<file path="src/sv/itoa_pkg.sv">
`timescale 1ns / 1ps
// Integer-to-ASCII formatter package: request/response structs, format codes,
// ASCII constants and the per-digit shift step. No dependencies.
package itoa_pkg;

  typedef enum logic [1:0] {
    FMT_SDEC = 2'd0,
    FMT_UDEC = 2'd1,
    FMT_HEX  = 2'd2,
    FMT_OCT  = 2'd3
  } fmt_e;

  typedef enum logic [1:0] {
    OW_16 = 2'd0,
    OW_32 = 2'd1,
    OW_64 = 2'd2,
    OW_RSVD = 2'd3
  } owidth_e;

  typedef struct packed {
    logic [1:0]  cmd;
    logic [63:0] value;
    logic [1:0]  operand_width;
    logic        lower_case;
  } itoa_req_t;

  typedef struct packed {
    logic [6:0] char_out;
    logic       last_char;
  } itoa_rsp_t;

  localparam logic [6:0] ASCII_ZERO    = 7'h30;
  localparam logic [6:0] ASCII_LOWER_A = 7'h61;
  localparam logic [6:0] ASCII_UPPER_A = 7'h41;
  localparam logic [6:0] ASCII_MINUS   = 7'h2D;

  // One bit shifted into a digit cell: returns {carry_out, new_digit}.
  // Carry out depends only on the old digit, so cells update in parallel.
  function automatic logic [4:0] digit_step(logic [3:0] d, logic cin, logic [1:0] fmt);
    logic [4:0] t;
    logic       co;
    t  = {d, cin};
    co = 1'b0;
    case (fmt)
      FMT_HEX: begin
        co = d[3];
        t  = {1'b0, d[2:0], cin};
      end
      FMT_OCT: begin
        co = d[2];
        t  = {2'b00, d[1:0], cin};
      end
      default: begin
        co = (d >= 4'd5);
        if (co) begin
          t = t - 5'd10;
        end
      end
    endcase
    return {co, t[3:0]};
  endfunction

  function automatic logic [6:0] digit_ascii(logic [3:0] d, logic lower);
    logic [6:0] c;
    if (d < 4'd10) begin
      c = ASCII_ZERO + {3'b000, d};
    end else begin
      c = (lower ? ASCII_LOWER_A : ASCII_UPPER_A) + {3'b000, d} - 7'd10;
    end
    return c;
  endfunction

endpackage

</file>
<file path="src/sv/integer_to_ascii_radix_formatter_core.sv">
`timescale 1ns / 1ps
// Integer-to-ASCII formatter top level: bit-serial radix conversion into a
// row of digit cells, then character emission. Depends on itoa_pkg.
//
// Usage:
//   A request is taken when start is high and busy is low; req_i holds the
//   raw value, format, operand width and letter case. The block then stays
//   busy until the last character has been registered.
//   Each character leaves on rsp_o for exactly one cycle with rsp_valid_o
//   high, most significant first; last_char marks the final one. Signed
//   decimal sends '-' ahead of the magnitude when the value is negative.
// Sequence per request:
//   A load step, then conversion over W operand bits (W = 16, 32 capped at
//   VALUE_WIDTH, or VALUE_WIDTH for the 64-bit and reserved codes): each
//   cycle shifts one operand bit, MSB first, into all digit cells at once
//   (double-dabble for decimal, plain shift for hex and octal). Then the
//   scan skips the leading zero digits, one cell per cycle, keeping at least
//   one digit; a negative signed decimal then sends '-', and the digits
//   follow one per cycle.
// Reset clears the sequencer and output strobe; digit cells are loaded
// per request. The receiver cannot stall: every character is shown once.
// Numbers with more than DIGIT_SLOTS digits keep the low DIGIT_SLOTS.
module integer_to_ascii_radix_formatter_core
  import itoa_pkg::*;
#(
  parameter int VALUE_WIDTH = 64,
  parameter int DIGIT_SLOTS = 22
) (
  input  logic      clk_i,
  input  logic      rst_ni,
  input  logic      start,
  output logic      busy,
  input  itoa_req_t req_i,
  output logic      rsp_valid_o,
  output itoa_rsp_t rsp_o
);

  localparam int CNT_W = $clog2(VALUE_WIDTH + 1);
  localparam int IDX_W = $clog2(DIGIT_SLOTS);
  localparam int W32   = (VALUE_WIDTH < 32) ? VALUE_WIDTH : 32;

  typedef enum logic [2:0] {
    ST_IDLE,
    ST_CONV,
    ST_SCAN,
    ST_SIGN,
    ST_EMIT
  } state_e;

  state_e                 state_q;
  logic [VALUE_WIDTH-1:0] mag_q;      // operand, MSB aligned, shifted left
  logic [CNT_W-1:0]       bits_q;     // bits still to shift in
  logic [IDX_W-1:0]       idx_q;      // digit cell being scanned/emitted
  logic [1:0]             fmt_q;
  logic                   lower_q;
  logic                   neg_q;      // '-' pending
  logic                   ovf_q;      // digits beyond the top cell are nonzero
  logic                   rsp_valid_q;
  itoa_rsp_t              rsp_q;
  logic [3:0]             dig_q [DIGIT_SLOTS];

  // Load path
  logic [CNT_W-1:0]       wsel;
  logic [CNT_W-1:0]       sh;
  logic [VALUE_WIDTH-1:0] aligned;
  logic                   load_neg;
  logic [VALUE_WIDTH-1:0] load_mag;
  logic                   accept;

  // Per-cell digit-step logic
  logic [3:0]             dig_d  [DIGIT_SLOTS];
  logic [DIGIT_SLOTS-1:0] cout;
  logic [4:0]             step   [DIGIT_SLOTS];

  assign accept = start && (state_q == ST_IDLE);
  assign busy   = (state_q != ST_IDLE);

  always_comb begin
    unique case (req_i.operand_width)
      OW_16:   wsel = CNT_W'(16);
      OW_32:   wsel = CNT_W'(W32);
      default: wsel = CNT_W'(VALUE_WIDTH);
    endcase
    sh = CNT_W'(VALUE_WIDTH) - wsel;
    // Shifting left drops the bits above the operand width; the operand's
    // sign bit lands at the top. Negation commutes with the shift.
    aligned  = req_i.value[VALUE_WIDTH-1:0] << sh;
    load_neg = (req_i.cmd == FMT_SDEC) && aligned[VALUE_WIDTH-1];
    load_mag = load_neg ? (~aligned + VALUE_WIDTH'(1)) : aligned;
  end

  always_comb begin
    logic carry;
    carry = mag_q[VALUE_WIDTH-1];
    for (int i = 0; i < DIGIT_SLOTS; i++) begin
      step[i]  = digit_step(dig_q[i], carry, fmt_q);
      cout[i]  = step[i][4];
      dig_d[i] = step[i][3:0];
      carry    = step[i][4];
    end
  end

  // Digit cells: cleared per request, updated in parallel while converting.
  always_ff @(posedge clk_i) begin
    for (int i = 0; i < DIGIT_SLOTS; i++) begin
      if (accept) begin
        dig_q[i] <= 4'd0;
      end else if (state_q == ST_CONV) begin
        dig_q[i] <= dig_d[i];
      end
    end
  end

  always_ff @(posedge clk_i or negedge rst_ni) begin
    if (!rst_ni) begin
      state_q     <= ST_IDLE;
      mag_q       <= '0;
      bits_q      <= '0;
      idx_q       <= '0;
      fmt_q       <= FMT_SDEC;
      lower_q     <= 1'b0;
      neg_q       <= 1'b0;
      ovf_q       <= 1'b0;
      rsp_valid_q <= 1'b0;
      rsp_q       <= '0;
    end else begin
      rsp_valid_q <= 1'b0;
      unique case (state_q)
        ST_IDLE: begin
          if (start) begin
            mag_q   <= load_mag;
            bits_q  <= wsel;
            fmt_q   <= req_i.cmd;
            lower_q <= req_i.lower_case;
            neg_q   <= load_neg;
            ovf_q   <= 1'b0;
            idx_q   <= IDX_W'(DIGIT_SLOTS - 1);
            state_q <= ST_CONV;
          end
        end
        ST_CONV: begin
          mag_q  <= mag_q << 1;
          bits_q <= bits_q - CNT_W'(1);
          // The part above the top cell never shrinks, so a carry is sticky.
          if (cout[DIGIT_SLOTS-1]) begin
            ovf_q <= 1'b1;
          end
          if (bits_q == CNT_W'(1)) begin
            state_q <= ST_SCAN;
          end
        end
        ST_SCAN: begin
          // Skip leading zeros unless the number was cut to the cell count.
          if (!ovf_q && (dig_q[idx_q] == 4'd0) && (idx_q != '0)) begin
            idx_q <= idx_q - IDX_W'(1);
          end else if (neg_q) begin
            state_q <= ST_SIGN;
          end else begin
            state_q <= ST_EMIT;
          end
        end
        ST_SIGN: begin
          rsp_valid_q     <= 1'b1;
          rsp_q.char_out  <= ASCII_MINUS;
          rsp_q.last_char <= 1'b0;
          neg_q           <= 1'b0;
          state_q         <= ST_EMIT;
        end
        ST_EMIT: begin
          rsp_valid_q     <= 1'b1;
          rsp_q.char_out  <= digit_ascii(dig_q[idx_q], lower_q);
          rsp_q.last_char <= (idx_q == '0);
          if (idx_q == '0) begin
            state_q <= ST_IDLE;
          end else begin
            idx_q <= idx_q - IDX_W'(1);
          end
        end
        default: begin
          state_q <= ST_IDLE;
        end
      endcase
    end
  end

  assign rsp_valid_o = rsp_valid_q;
  assign rsp_o       = rsp_q;

endmodule
</file>
<file path="config.mk">
export PLATFORM = sky130hd
export DESIGN_NAME = integer_to_ascii_radix_formatter_core
export DESIGN_NICKNAME = d
export VERILOG_FILES = /design/src/sv/itoa_pkg.sv /design/src/sv/integer_to_ascii_radix_formatter_core.sv
export SDC_FILE = /design/constraint.sdc
export NUM_CORES = 1
export LEC_CHECK = 0
export ABC_AREA = 1
export BUFFER_PORTS_ARGS = -buffer_cell sky130_fd_sc_hd__buf_2
export CAP_MARGIN = 10
export CORE_MARGIN = 2
export CORE_UTILIZATION = 58
export CTS_CLUSTER_DIAMETER = 80
export DETAILED_ROUTE_END_ITERATION = 8
export HOLD_SLACK_MARGIN = 0.12
export PLACE_DENSITY = 0.82
export SLEW_MARGIN = 15
export SYNTH_ARGS = -nofsm -noshare
export SYNTH_HDL_FRONTEND = slang
export SYNTH_SLANG_ARGS = --single-unit
export TNS_END_PERCENT = 1
</file>
<file path="constraint.sdc">
create_clock -name clk_i -period 6.2 [get_ports clk_i]
set_clock_uncertainty 0.1 [all_clocks]
set_input_delay 1.24 -clock clk_i [delete_from_list [all_inputs] [get_ports clk_i]]
set_output_delay 1.24 -clock clk_i [all_outputs]
set_load 0.1 [all_outputs]
</file>
Yosys cells after proc, flatten, opt, wreduce, memory -nomap -nowiden
Memories as Yosys holds them, arrays and structs flattened.
Cells that the tools add are included.
{"block": "totals", "reg_bits": 93, "mem_bits_rw": 88, "out_inout_bits": 10, "wordCells": 244, "n_memories": 1}
{"block": "classes", "addsub": 29, "magnitude_cmp": 23, "eq_ne": 15, "n_shift": 1, "muxes": 118, "bitwise": 23, "reduce_logical": 23}
{"name": "dig_q", "depth": 22, "width": 4, "read_ports": 23, "rd_ports_with_merged_regs": 0, "wr": 22, "line_no": "integer_to_ascii_radix_formatter_core.sv:60", "source": "logic [3:0] dig_q [DIGIT_SLOTS];"}
{"cell": "$mux 4", "n": 44}
{"cell": "$pmux 4 s2", "n": 22}
{"cell": "$mux 64", "n": 2}
{"cell": "$pmux 64 s2", "n": 1}
{"cell": "$ge 4x3->1 const B", "n": 22}
{"cell": "$sub 4x4->4 const B", "n": 22}
{"cell": "$add 64x1->64 const B", "n": 1}
{"cell": "$not 64->64", "n": 1}
{"cell": "$shl 64x7->64", "n": 1}
{"cell": "$pmux 1 s2", "n": 24}
{"cell": "$pmux 7 s2", "n": 2}
{"cell": "$or 1x1->1", "n": 22}
{"cell": "$pmux 8 s2", "n": 1}
{"cell": "$mux 3", "n": 5}
{"cell": "$mux 5", "n": 3}
{"cell": "$pmux 3 s5", "n": 1}
{"cell": "$pmux 5 s3", "n": 1}
{"cell": "$mux 7", "n": 2}
{"cell": "$ne 2x2->1 const B", "n": 6}
{"cell": "$mux 1", "n": 9}
{"cell": "$reduce_and 4->1", "n": 2}
{"cell": "$add 6x4->7 const A", "n": 1}
{"cell": "$add 7x4->7", "n": 1}
{"cell": "$eq 7x1->1 const B", "n": 1}
{"cell": "other kinds (24)", "n": 35}

Logic depth before layout (Yosys ltp)
{"block": "depth", "word_depth": 9, "mapped_depth": 20}

Least setup slack after synthesis
No wires, ideal clock.
{"block": "synth_timing", "path_kind": "input to register", "start": "input req_i[1] (netlist bit)", "end": "register mag_q[53]", "setup_time_ns": 0.117, "t_arrival_ns": 3.275, "required_ns": 5.983, "slack_ns": 2.707, "cell_stages": 17, "n_path_buf": 4, "path_cell_list": "inv_1 -> nand2_4 -> buf_4 -> buf_6 -> ha_1 -> inv_1 -> clkbuf_1 -> buf_2 -> nand2_1 -> nand2_1 -> nand2_1 -> inv_1 -> nand2_1 -> o21ai_0 -> nand3_1 -> nand3_1 -> nand2_1"}
{"block": "synth_via", "elab_chain_len": 9, "elab_cells_between_ends": 11, "classes_between": "2 x add/sub; 1 x eq/ne; 1 x shift; 4 x mux; 1 x bitwise; 2 x reduce/logical"}
{"item": "start, declared", "line_no": "integer_to_ascii_radix_formatter_core.sv:33", "source": "input itoa_req_t req_i,"}
{"item": "$eq 2x1->1 or $logic_not 2->1 (tied branches)", "line_no": "integer_to_ascii_radix_formatter_core.sv:79", "source": "unique case (req_i.operand_width)"}
{"item": "$pmux 7 s2 (*)", "line_no": "integer_to_ascii_radix_formatter_core.sv:79"}
{"item": "$sub 7x7->7 (*)", "line_no": "integer_to_ascii_radix_formatter_core.sv:84", "source": "sh = CNT_W'(VALUE_WIDTH) - wsel;"}
{"item": "$shl 64x7->64 (*)", "line_no": "integer_to_ascii_radix_formatter_core.sv:87", "source": "aligned = req_i.value[VALUE_WIDTH-1:0] << sh;"}
{"item": "$not 64->64", "line_no": "integer_to_ascii_radix_formatter_core.sv:89", "source": "load_mag = load_neg ? (~aligned + VALUE_WIDTH'(1)) : aligned;"}
{"item": "$add 64x1->64", "line_no": "integer_to_ascii_radix_formatter_core.sv:89"}
{"item": "$mux 64 (*)", "line_no": "integer_to_ascii_radix_formatter_core.sv:89"}
{"item": "$mux 64 (*)", "line_no": "integer_to_ascii_radix_formatter_core.sv:130", "source": "if (start) begin"}
{"item": "$pmux 64 s2 (*)", "line_no": "integer_to_ascii_radix_formatter_core.sv:128", "source": "unique case (state_q)"}
{"item": "end signal, assigned", "line_no": "integer_to_ascii_radix_formatter_core.sv:131", "source": "mag_q <= load_mag;"}
{"item": "end signal, assigned", "line_no": "integer_to_ascii_radix_formatter_core.sv:142", "source": "mag_q <= mag_q << 1;"}
{"item": "end, declared", "line_no": "integer_to_ascii_radix_formatter_core.sv:51", "source": "logic [VALUE_WIDTH-1:0] mag_q;"}
Every way passes the cells marked *; elsewhere a longest branch is shown, timed or not. The select of a mux whose other input is x is not followed.
A chain may end at the register's enable or synchronous reset.

Worst setup path in the final report
{"block": "layout_timing", "start": "input req_i[2] (netlist bit)", "end": "register mag_q[54]"}
Same word-level chain as after synthesis.

==> impl_results.md <==
* Top-count cell post-synth: nand2_1
* PostCTS Resize Cnt at 0
* Area of the core at 24,100 sq um
* Cell area power density at between 500 and 600 nW/um^2
* Setup-failing EPs final at 0
* Layout Area Growth over Synthesis at 7.48%
* Critical Path Source Type: input port
* CP dominant cell by count: nand2_1
* RSZ-0062 raised after global routing: false
* Rel. slew slack at 0.306
* Combinational share of power at 0.525
* Layout cell share with drive strength beyond 1 at 0.0860
* Max incr delay on CP at between 700 and 800 ps
* Crit path kind: input port to flop
* H-tree depth at 4
* Post-Syn Instances at around 2,100
* Post-synth ARST share at 0.514
* Setup bufs post-CTS at 0
* Area leader, netlist: edfxtp_1
* Worst-case clock buffer depth at 2
* Peak VDD IR at ~0.27 mV
* DRT Wirelength at 39,800 um
* Net Sw Frac at 0.490
* GRT overflow at 0
* Largest net degree at the start of global routing at 73
* WHS at approximately 380 ps
* Synth top cells by count: 648 x nand2_1, 294 x inv_1, 200 x nand3_1, 129 x nor2_1, 126 x o21ai_0
* Crit path capture type: flop
* DR WL/cell at 16.2 um
* Setup TNS at 0 ps
* Critical-path cell list: buf_2 -> inv_2 -> nand2_1 -> ha_1 -> inv_1 -> nand3_1 -> nand3_2 -> buf_4 -> inv_2 -> o21ai_0 -> nand2_1 -> nand2_1 -> nand3_1 -> nand2_1
* Antenna Nets Post-Route at 0
* First-pass GRT wire length at 64,800 um
* Initial core utilization at 0.587
* Cts hold-fix bufs at 0
* Data required, critical path at between 6000 and 7000 ps
* Syn Area/Cell at 6.76 sq um
* Ys flop type: dfrtp_1
* Setup WS pre-CTS at about 1200 ps
* 1st-pass router iterations at 5
* Max-cap viol count at 0
* Crit-path max FO at 60
* Setup slack after layout at about 1500 ps
* Leak pwr at 7.38 nW
* Yosys Warn Count at 0
* Number of vias per cell at slightly below 6
* Net Switching at around 3.8 mW
* CTS clk-pin slew, worst paths at approximately 80 ps
* Tmin final at between 4000 and 5000 ps
* RePlAce Congestion at 0.983
* Clock latency at the later pin of the worst-skew pair at 440 ps
* Type of the most critical hold path: flop to flop
* IO buf count at 81
* Final period utilization at 0.750
* Status: completed
* Initial drt markers at 1,423
* I/O pin cnt at 82
* Post-Syn Area at between 10,000 and 15,000 sq um
* Die Width at about 160 um
* Placement Rows at 57
* Clk pwr share at 0.149
* Sinks on Clock Net at about 180
* Number of diodes at 0
* Num CTS Buffers at 17
* Pint at around 4 mW
* Synthesized flop and latch total at roughly 180
* Die area at 25,700 sq um
* Vias post-DR at about 14,000
* Flop pwr share at 0.327
* Number of synthesized flops with an enable pin at about 90
* Die H at roughly 160 um
* Final hold viol count at 0
* Dpl hpwl at approximately 29,000 um
* CTS tree: done
* Distinct cell type count after synthesis at between 40 and 50
* Slew Viols, Final at 0
* Data arrival, critical path at 4890 ps
* Initial antenna violation count at 0
* Synthesized Nets at ~2,200
* Top-area cell type share of the netlist area at 0.187
* GRT Overall Usage at 0.311
* Slew at the pin with the worst max-slew slack at 1040 ps
* DRC viols at 0
* Slowest stage cell, crit path: inv_2
* Nets at roughly 2,200
* Vias in the first global route at 13,232
* Max frequency at between 200 and 250 MHz
* Register area share after synthesis at 0.351
* Largest cells by area after synthesis: edfxtp_1 19%, nand2_1 17%, dfrtp_1 16%
* CTS root buffer: clkbuf_16
[critical path, delay by kind of cell]
| family | cells | cell delay [ps] |
|---|---|---|
| buffers and inverters | 5 | 2080 |
| AND/OR/NAND/NOR | 7 | 790 |
| adder cells (fa/ha/maj) | 1 | 400 |
| AO/OA/AOI/OAI | 1 | 330 |
[metrics by stage]
| stage | utilization | instance area, sq um | total power [mW] | instances |
|---|---|---|---|---|
| 2_1_floorplan | - | 14100 | 5.44 | 2092 |
| 3_3_place_gp | 0.606 | 14600 | 6.29 | 2420 |
| 3_5_place_dp | 0.606 | 14600 | 6.46 | 2420 |
| 4_1_cts | 0.631 | 15200 | 7.63 | 2452 |
| 5_1_grt | 0.631 | 15200 | 8.32 | 2452 |
| 6_report | 0.631 | 15200 | 7.67 | 2452 |
[cell families (layout without fill, tap and decap cells)]
logic type | Yosys count | after routing | synth area share
AO/OA/AOI/OAI | 383 | 383 | 0.155
buffers and inverters | 395 | 431 | 0.115
adder cells (fa/ha/maj) | 51 | 51 | 0.0451
flip-flops | 181 | 181 | 0.351
multiplexers | 1 | 1 | 0.000708
AND/OR/NAND/NOR | 1057 | 1057 | 0.317
XOR/XNOR | 24 | 24 | 0.0149
[power by group through the flow]
stage,registers [mW],logic [mW],clock network (mW)
floorplan,2.51,2.93,0
global placement,2.49,3.80,0
detailed placement,2.51,3.96,0
CTS,2.49,3.99,1.15
global route,2.58,4.55,1.19
finish,2.50,4.02,1.14
[state kept, by name, summed over array words and instances (netlist names)]
name / flops
bits_q: 7
dig_q: 88
fmt_q: 2
idx_q: 5
lower_q: 1
mag_q: 64
neg_q: 1
ovf_q: 1
rsp_o: 8
rsp_valid_o: 1
state_q: 3
[final timing paths]
check / start / to / slack (ps) / depth (start not counted)
worst max-delay path: req_i[2] / mag_q[54] / 1550 / 14
worst min-delay path: rsp_o[0] / rsp_o[0] / 380 / 2
worst max register to register: idx_q[1] / idx_q[1] / 2760 / 14
worst min register to register: rsp_o[0] / rsp_o[0] / 380 / 2
max in group asynchronous: rst_ni / mag_q[15] / 4170 / 2
min in group asynchronous: rst_ni / rsp_o[0] / 650 / 1
[metal layers]
layer | vias up | GRT usage | wire length, um
met5 | - | 0 | 0
met4 | 0 | 0.143 | 1720
met3 | 128 | 0.0496 | 2790
met2 | 633 | 0.521 | 18600
met1 | 6515 | 0.397 | 16700
li1 | 6872 | - | -
[layout by cell type (no fill, tap or decap), types with 2 or more instances in the layout]
cell / instances
o21bai_1: 18
nor2_1: 127
nand3b_1: 10
nor3_1: 7
or2_0: 2
inv_1: 293
o21a_1: 2
edfxtp_1: 88
nor2_2: 14
inv_6: 4
xnor2_1: 12
o22ai_1: 28
a21boi_0: 2
buf_4: 13
o221ai_1: 4
nand2_1: 648
inv_2: 11
a21oi_1: 116
nand2_2: 13
a31oi_1: 18
o21ai_1: 12
clkinv_1: 2
clkinv_4: 2
a211oi_1: 21
ha_1: 51
nand4_1: 18
nand3_2: 11
xor2_1: 12
clkbuf_16: 17
o211ai_1: 28
o21ai_0: 126
buf_2: 80
nand3_1: 200
bufinv_16: 3
dfrtp_1: 92
nor2_4: 4
[area by class of cell]
cell class,instances,area (sq um)
repair buffers,94,518
multi-input cells,1516,7560
clock inverters,14,174
well taps,324,405
fillers,2204,8900
inverters,305,1150
flip-flops and latches,181,4970
clock buffers,18,429
No activity file was read; power rests on OpenSTA's default activity.
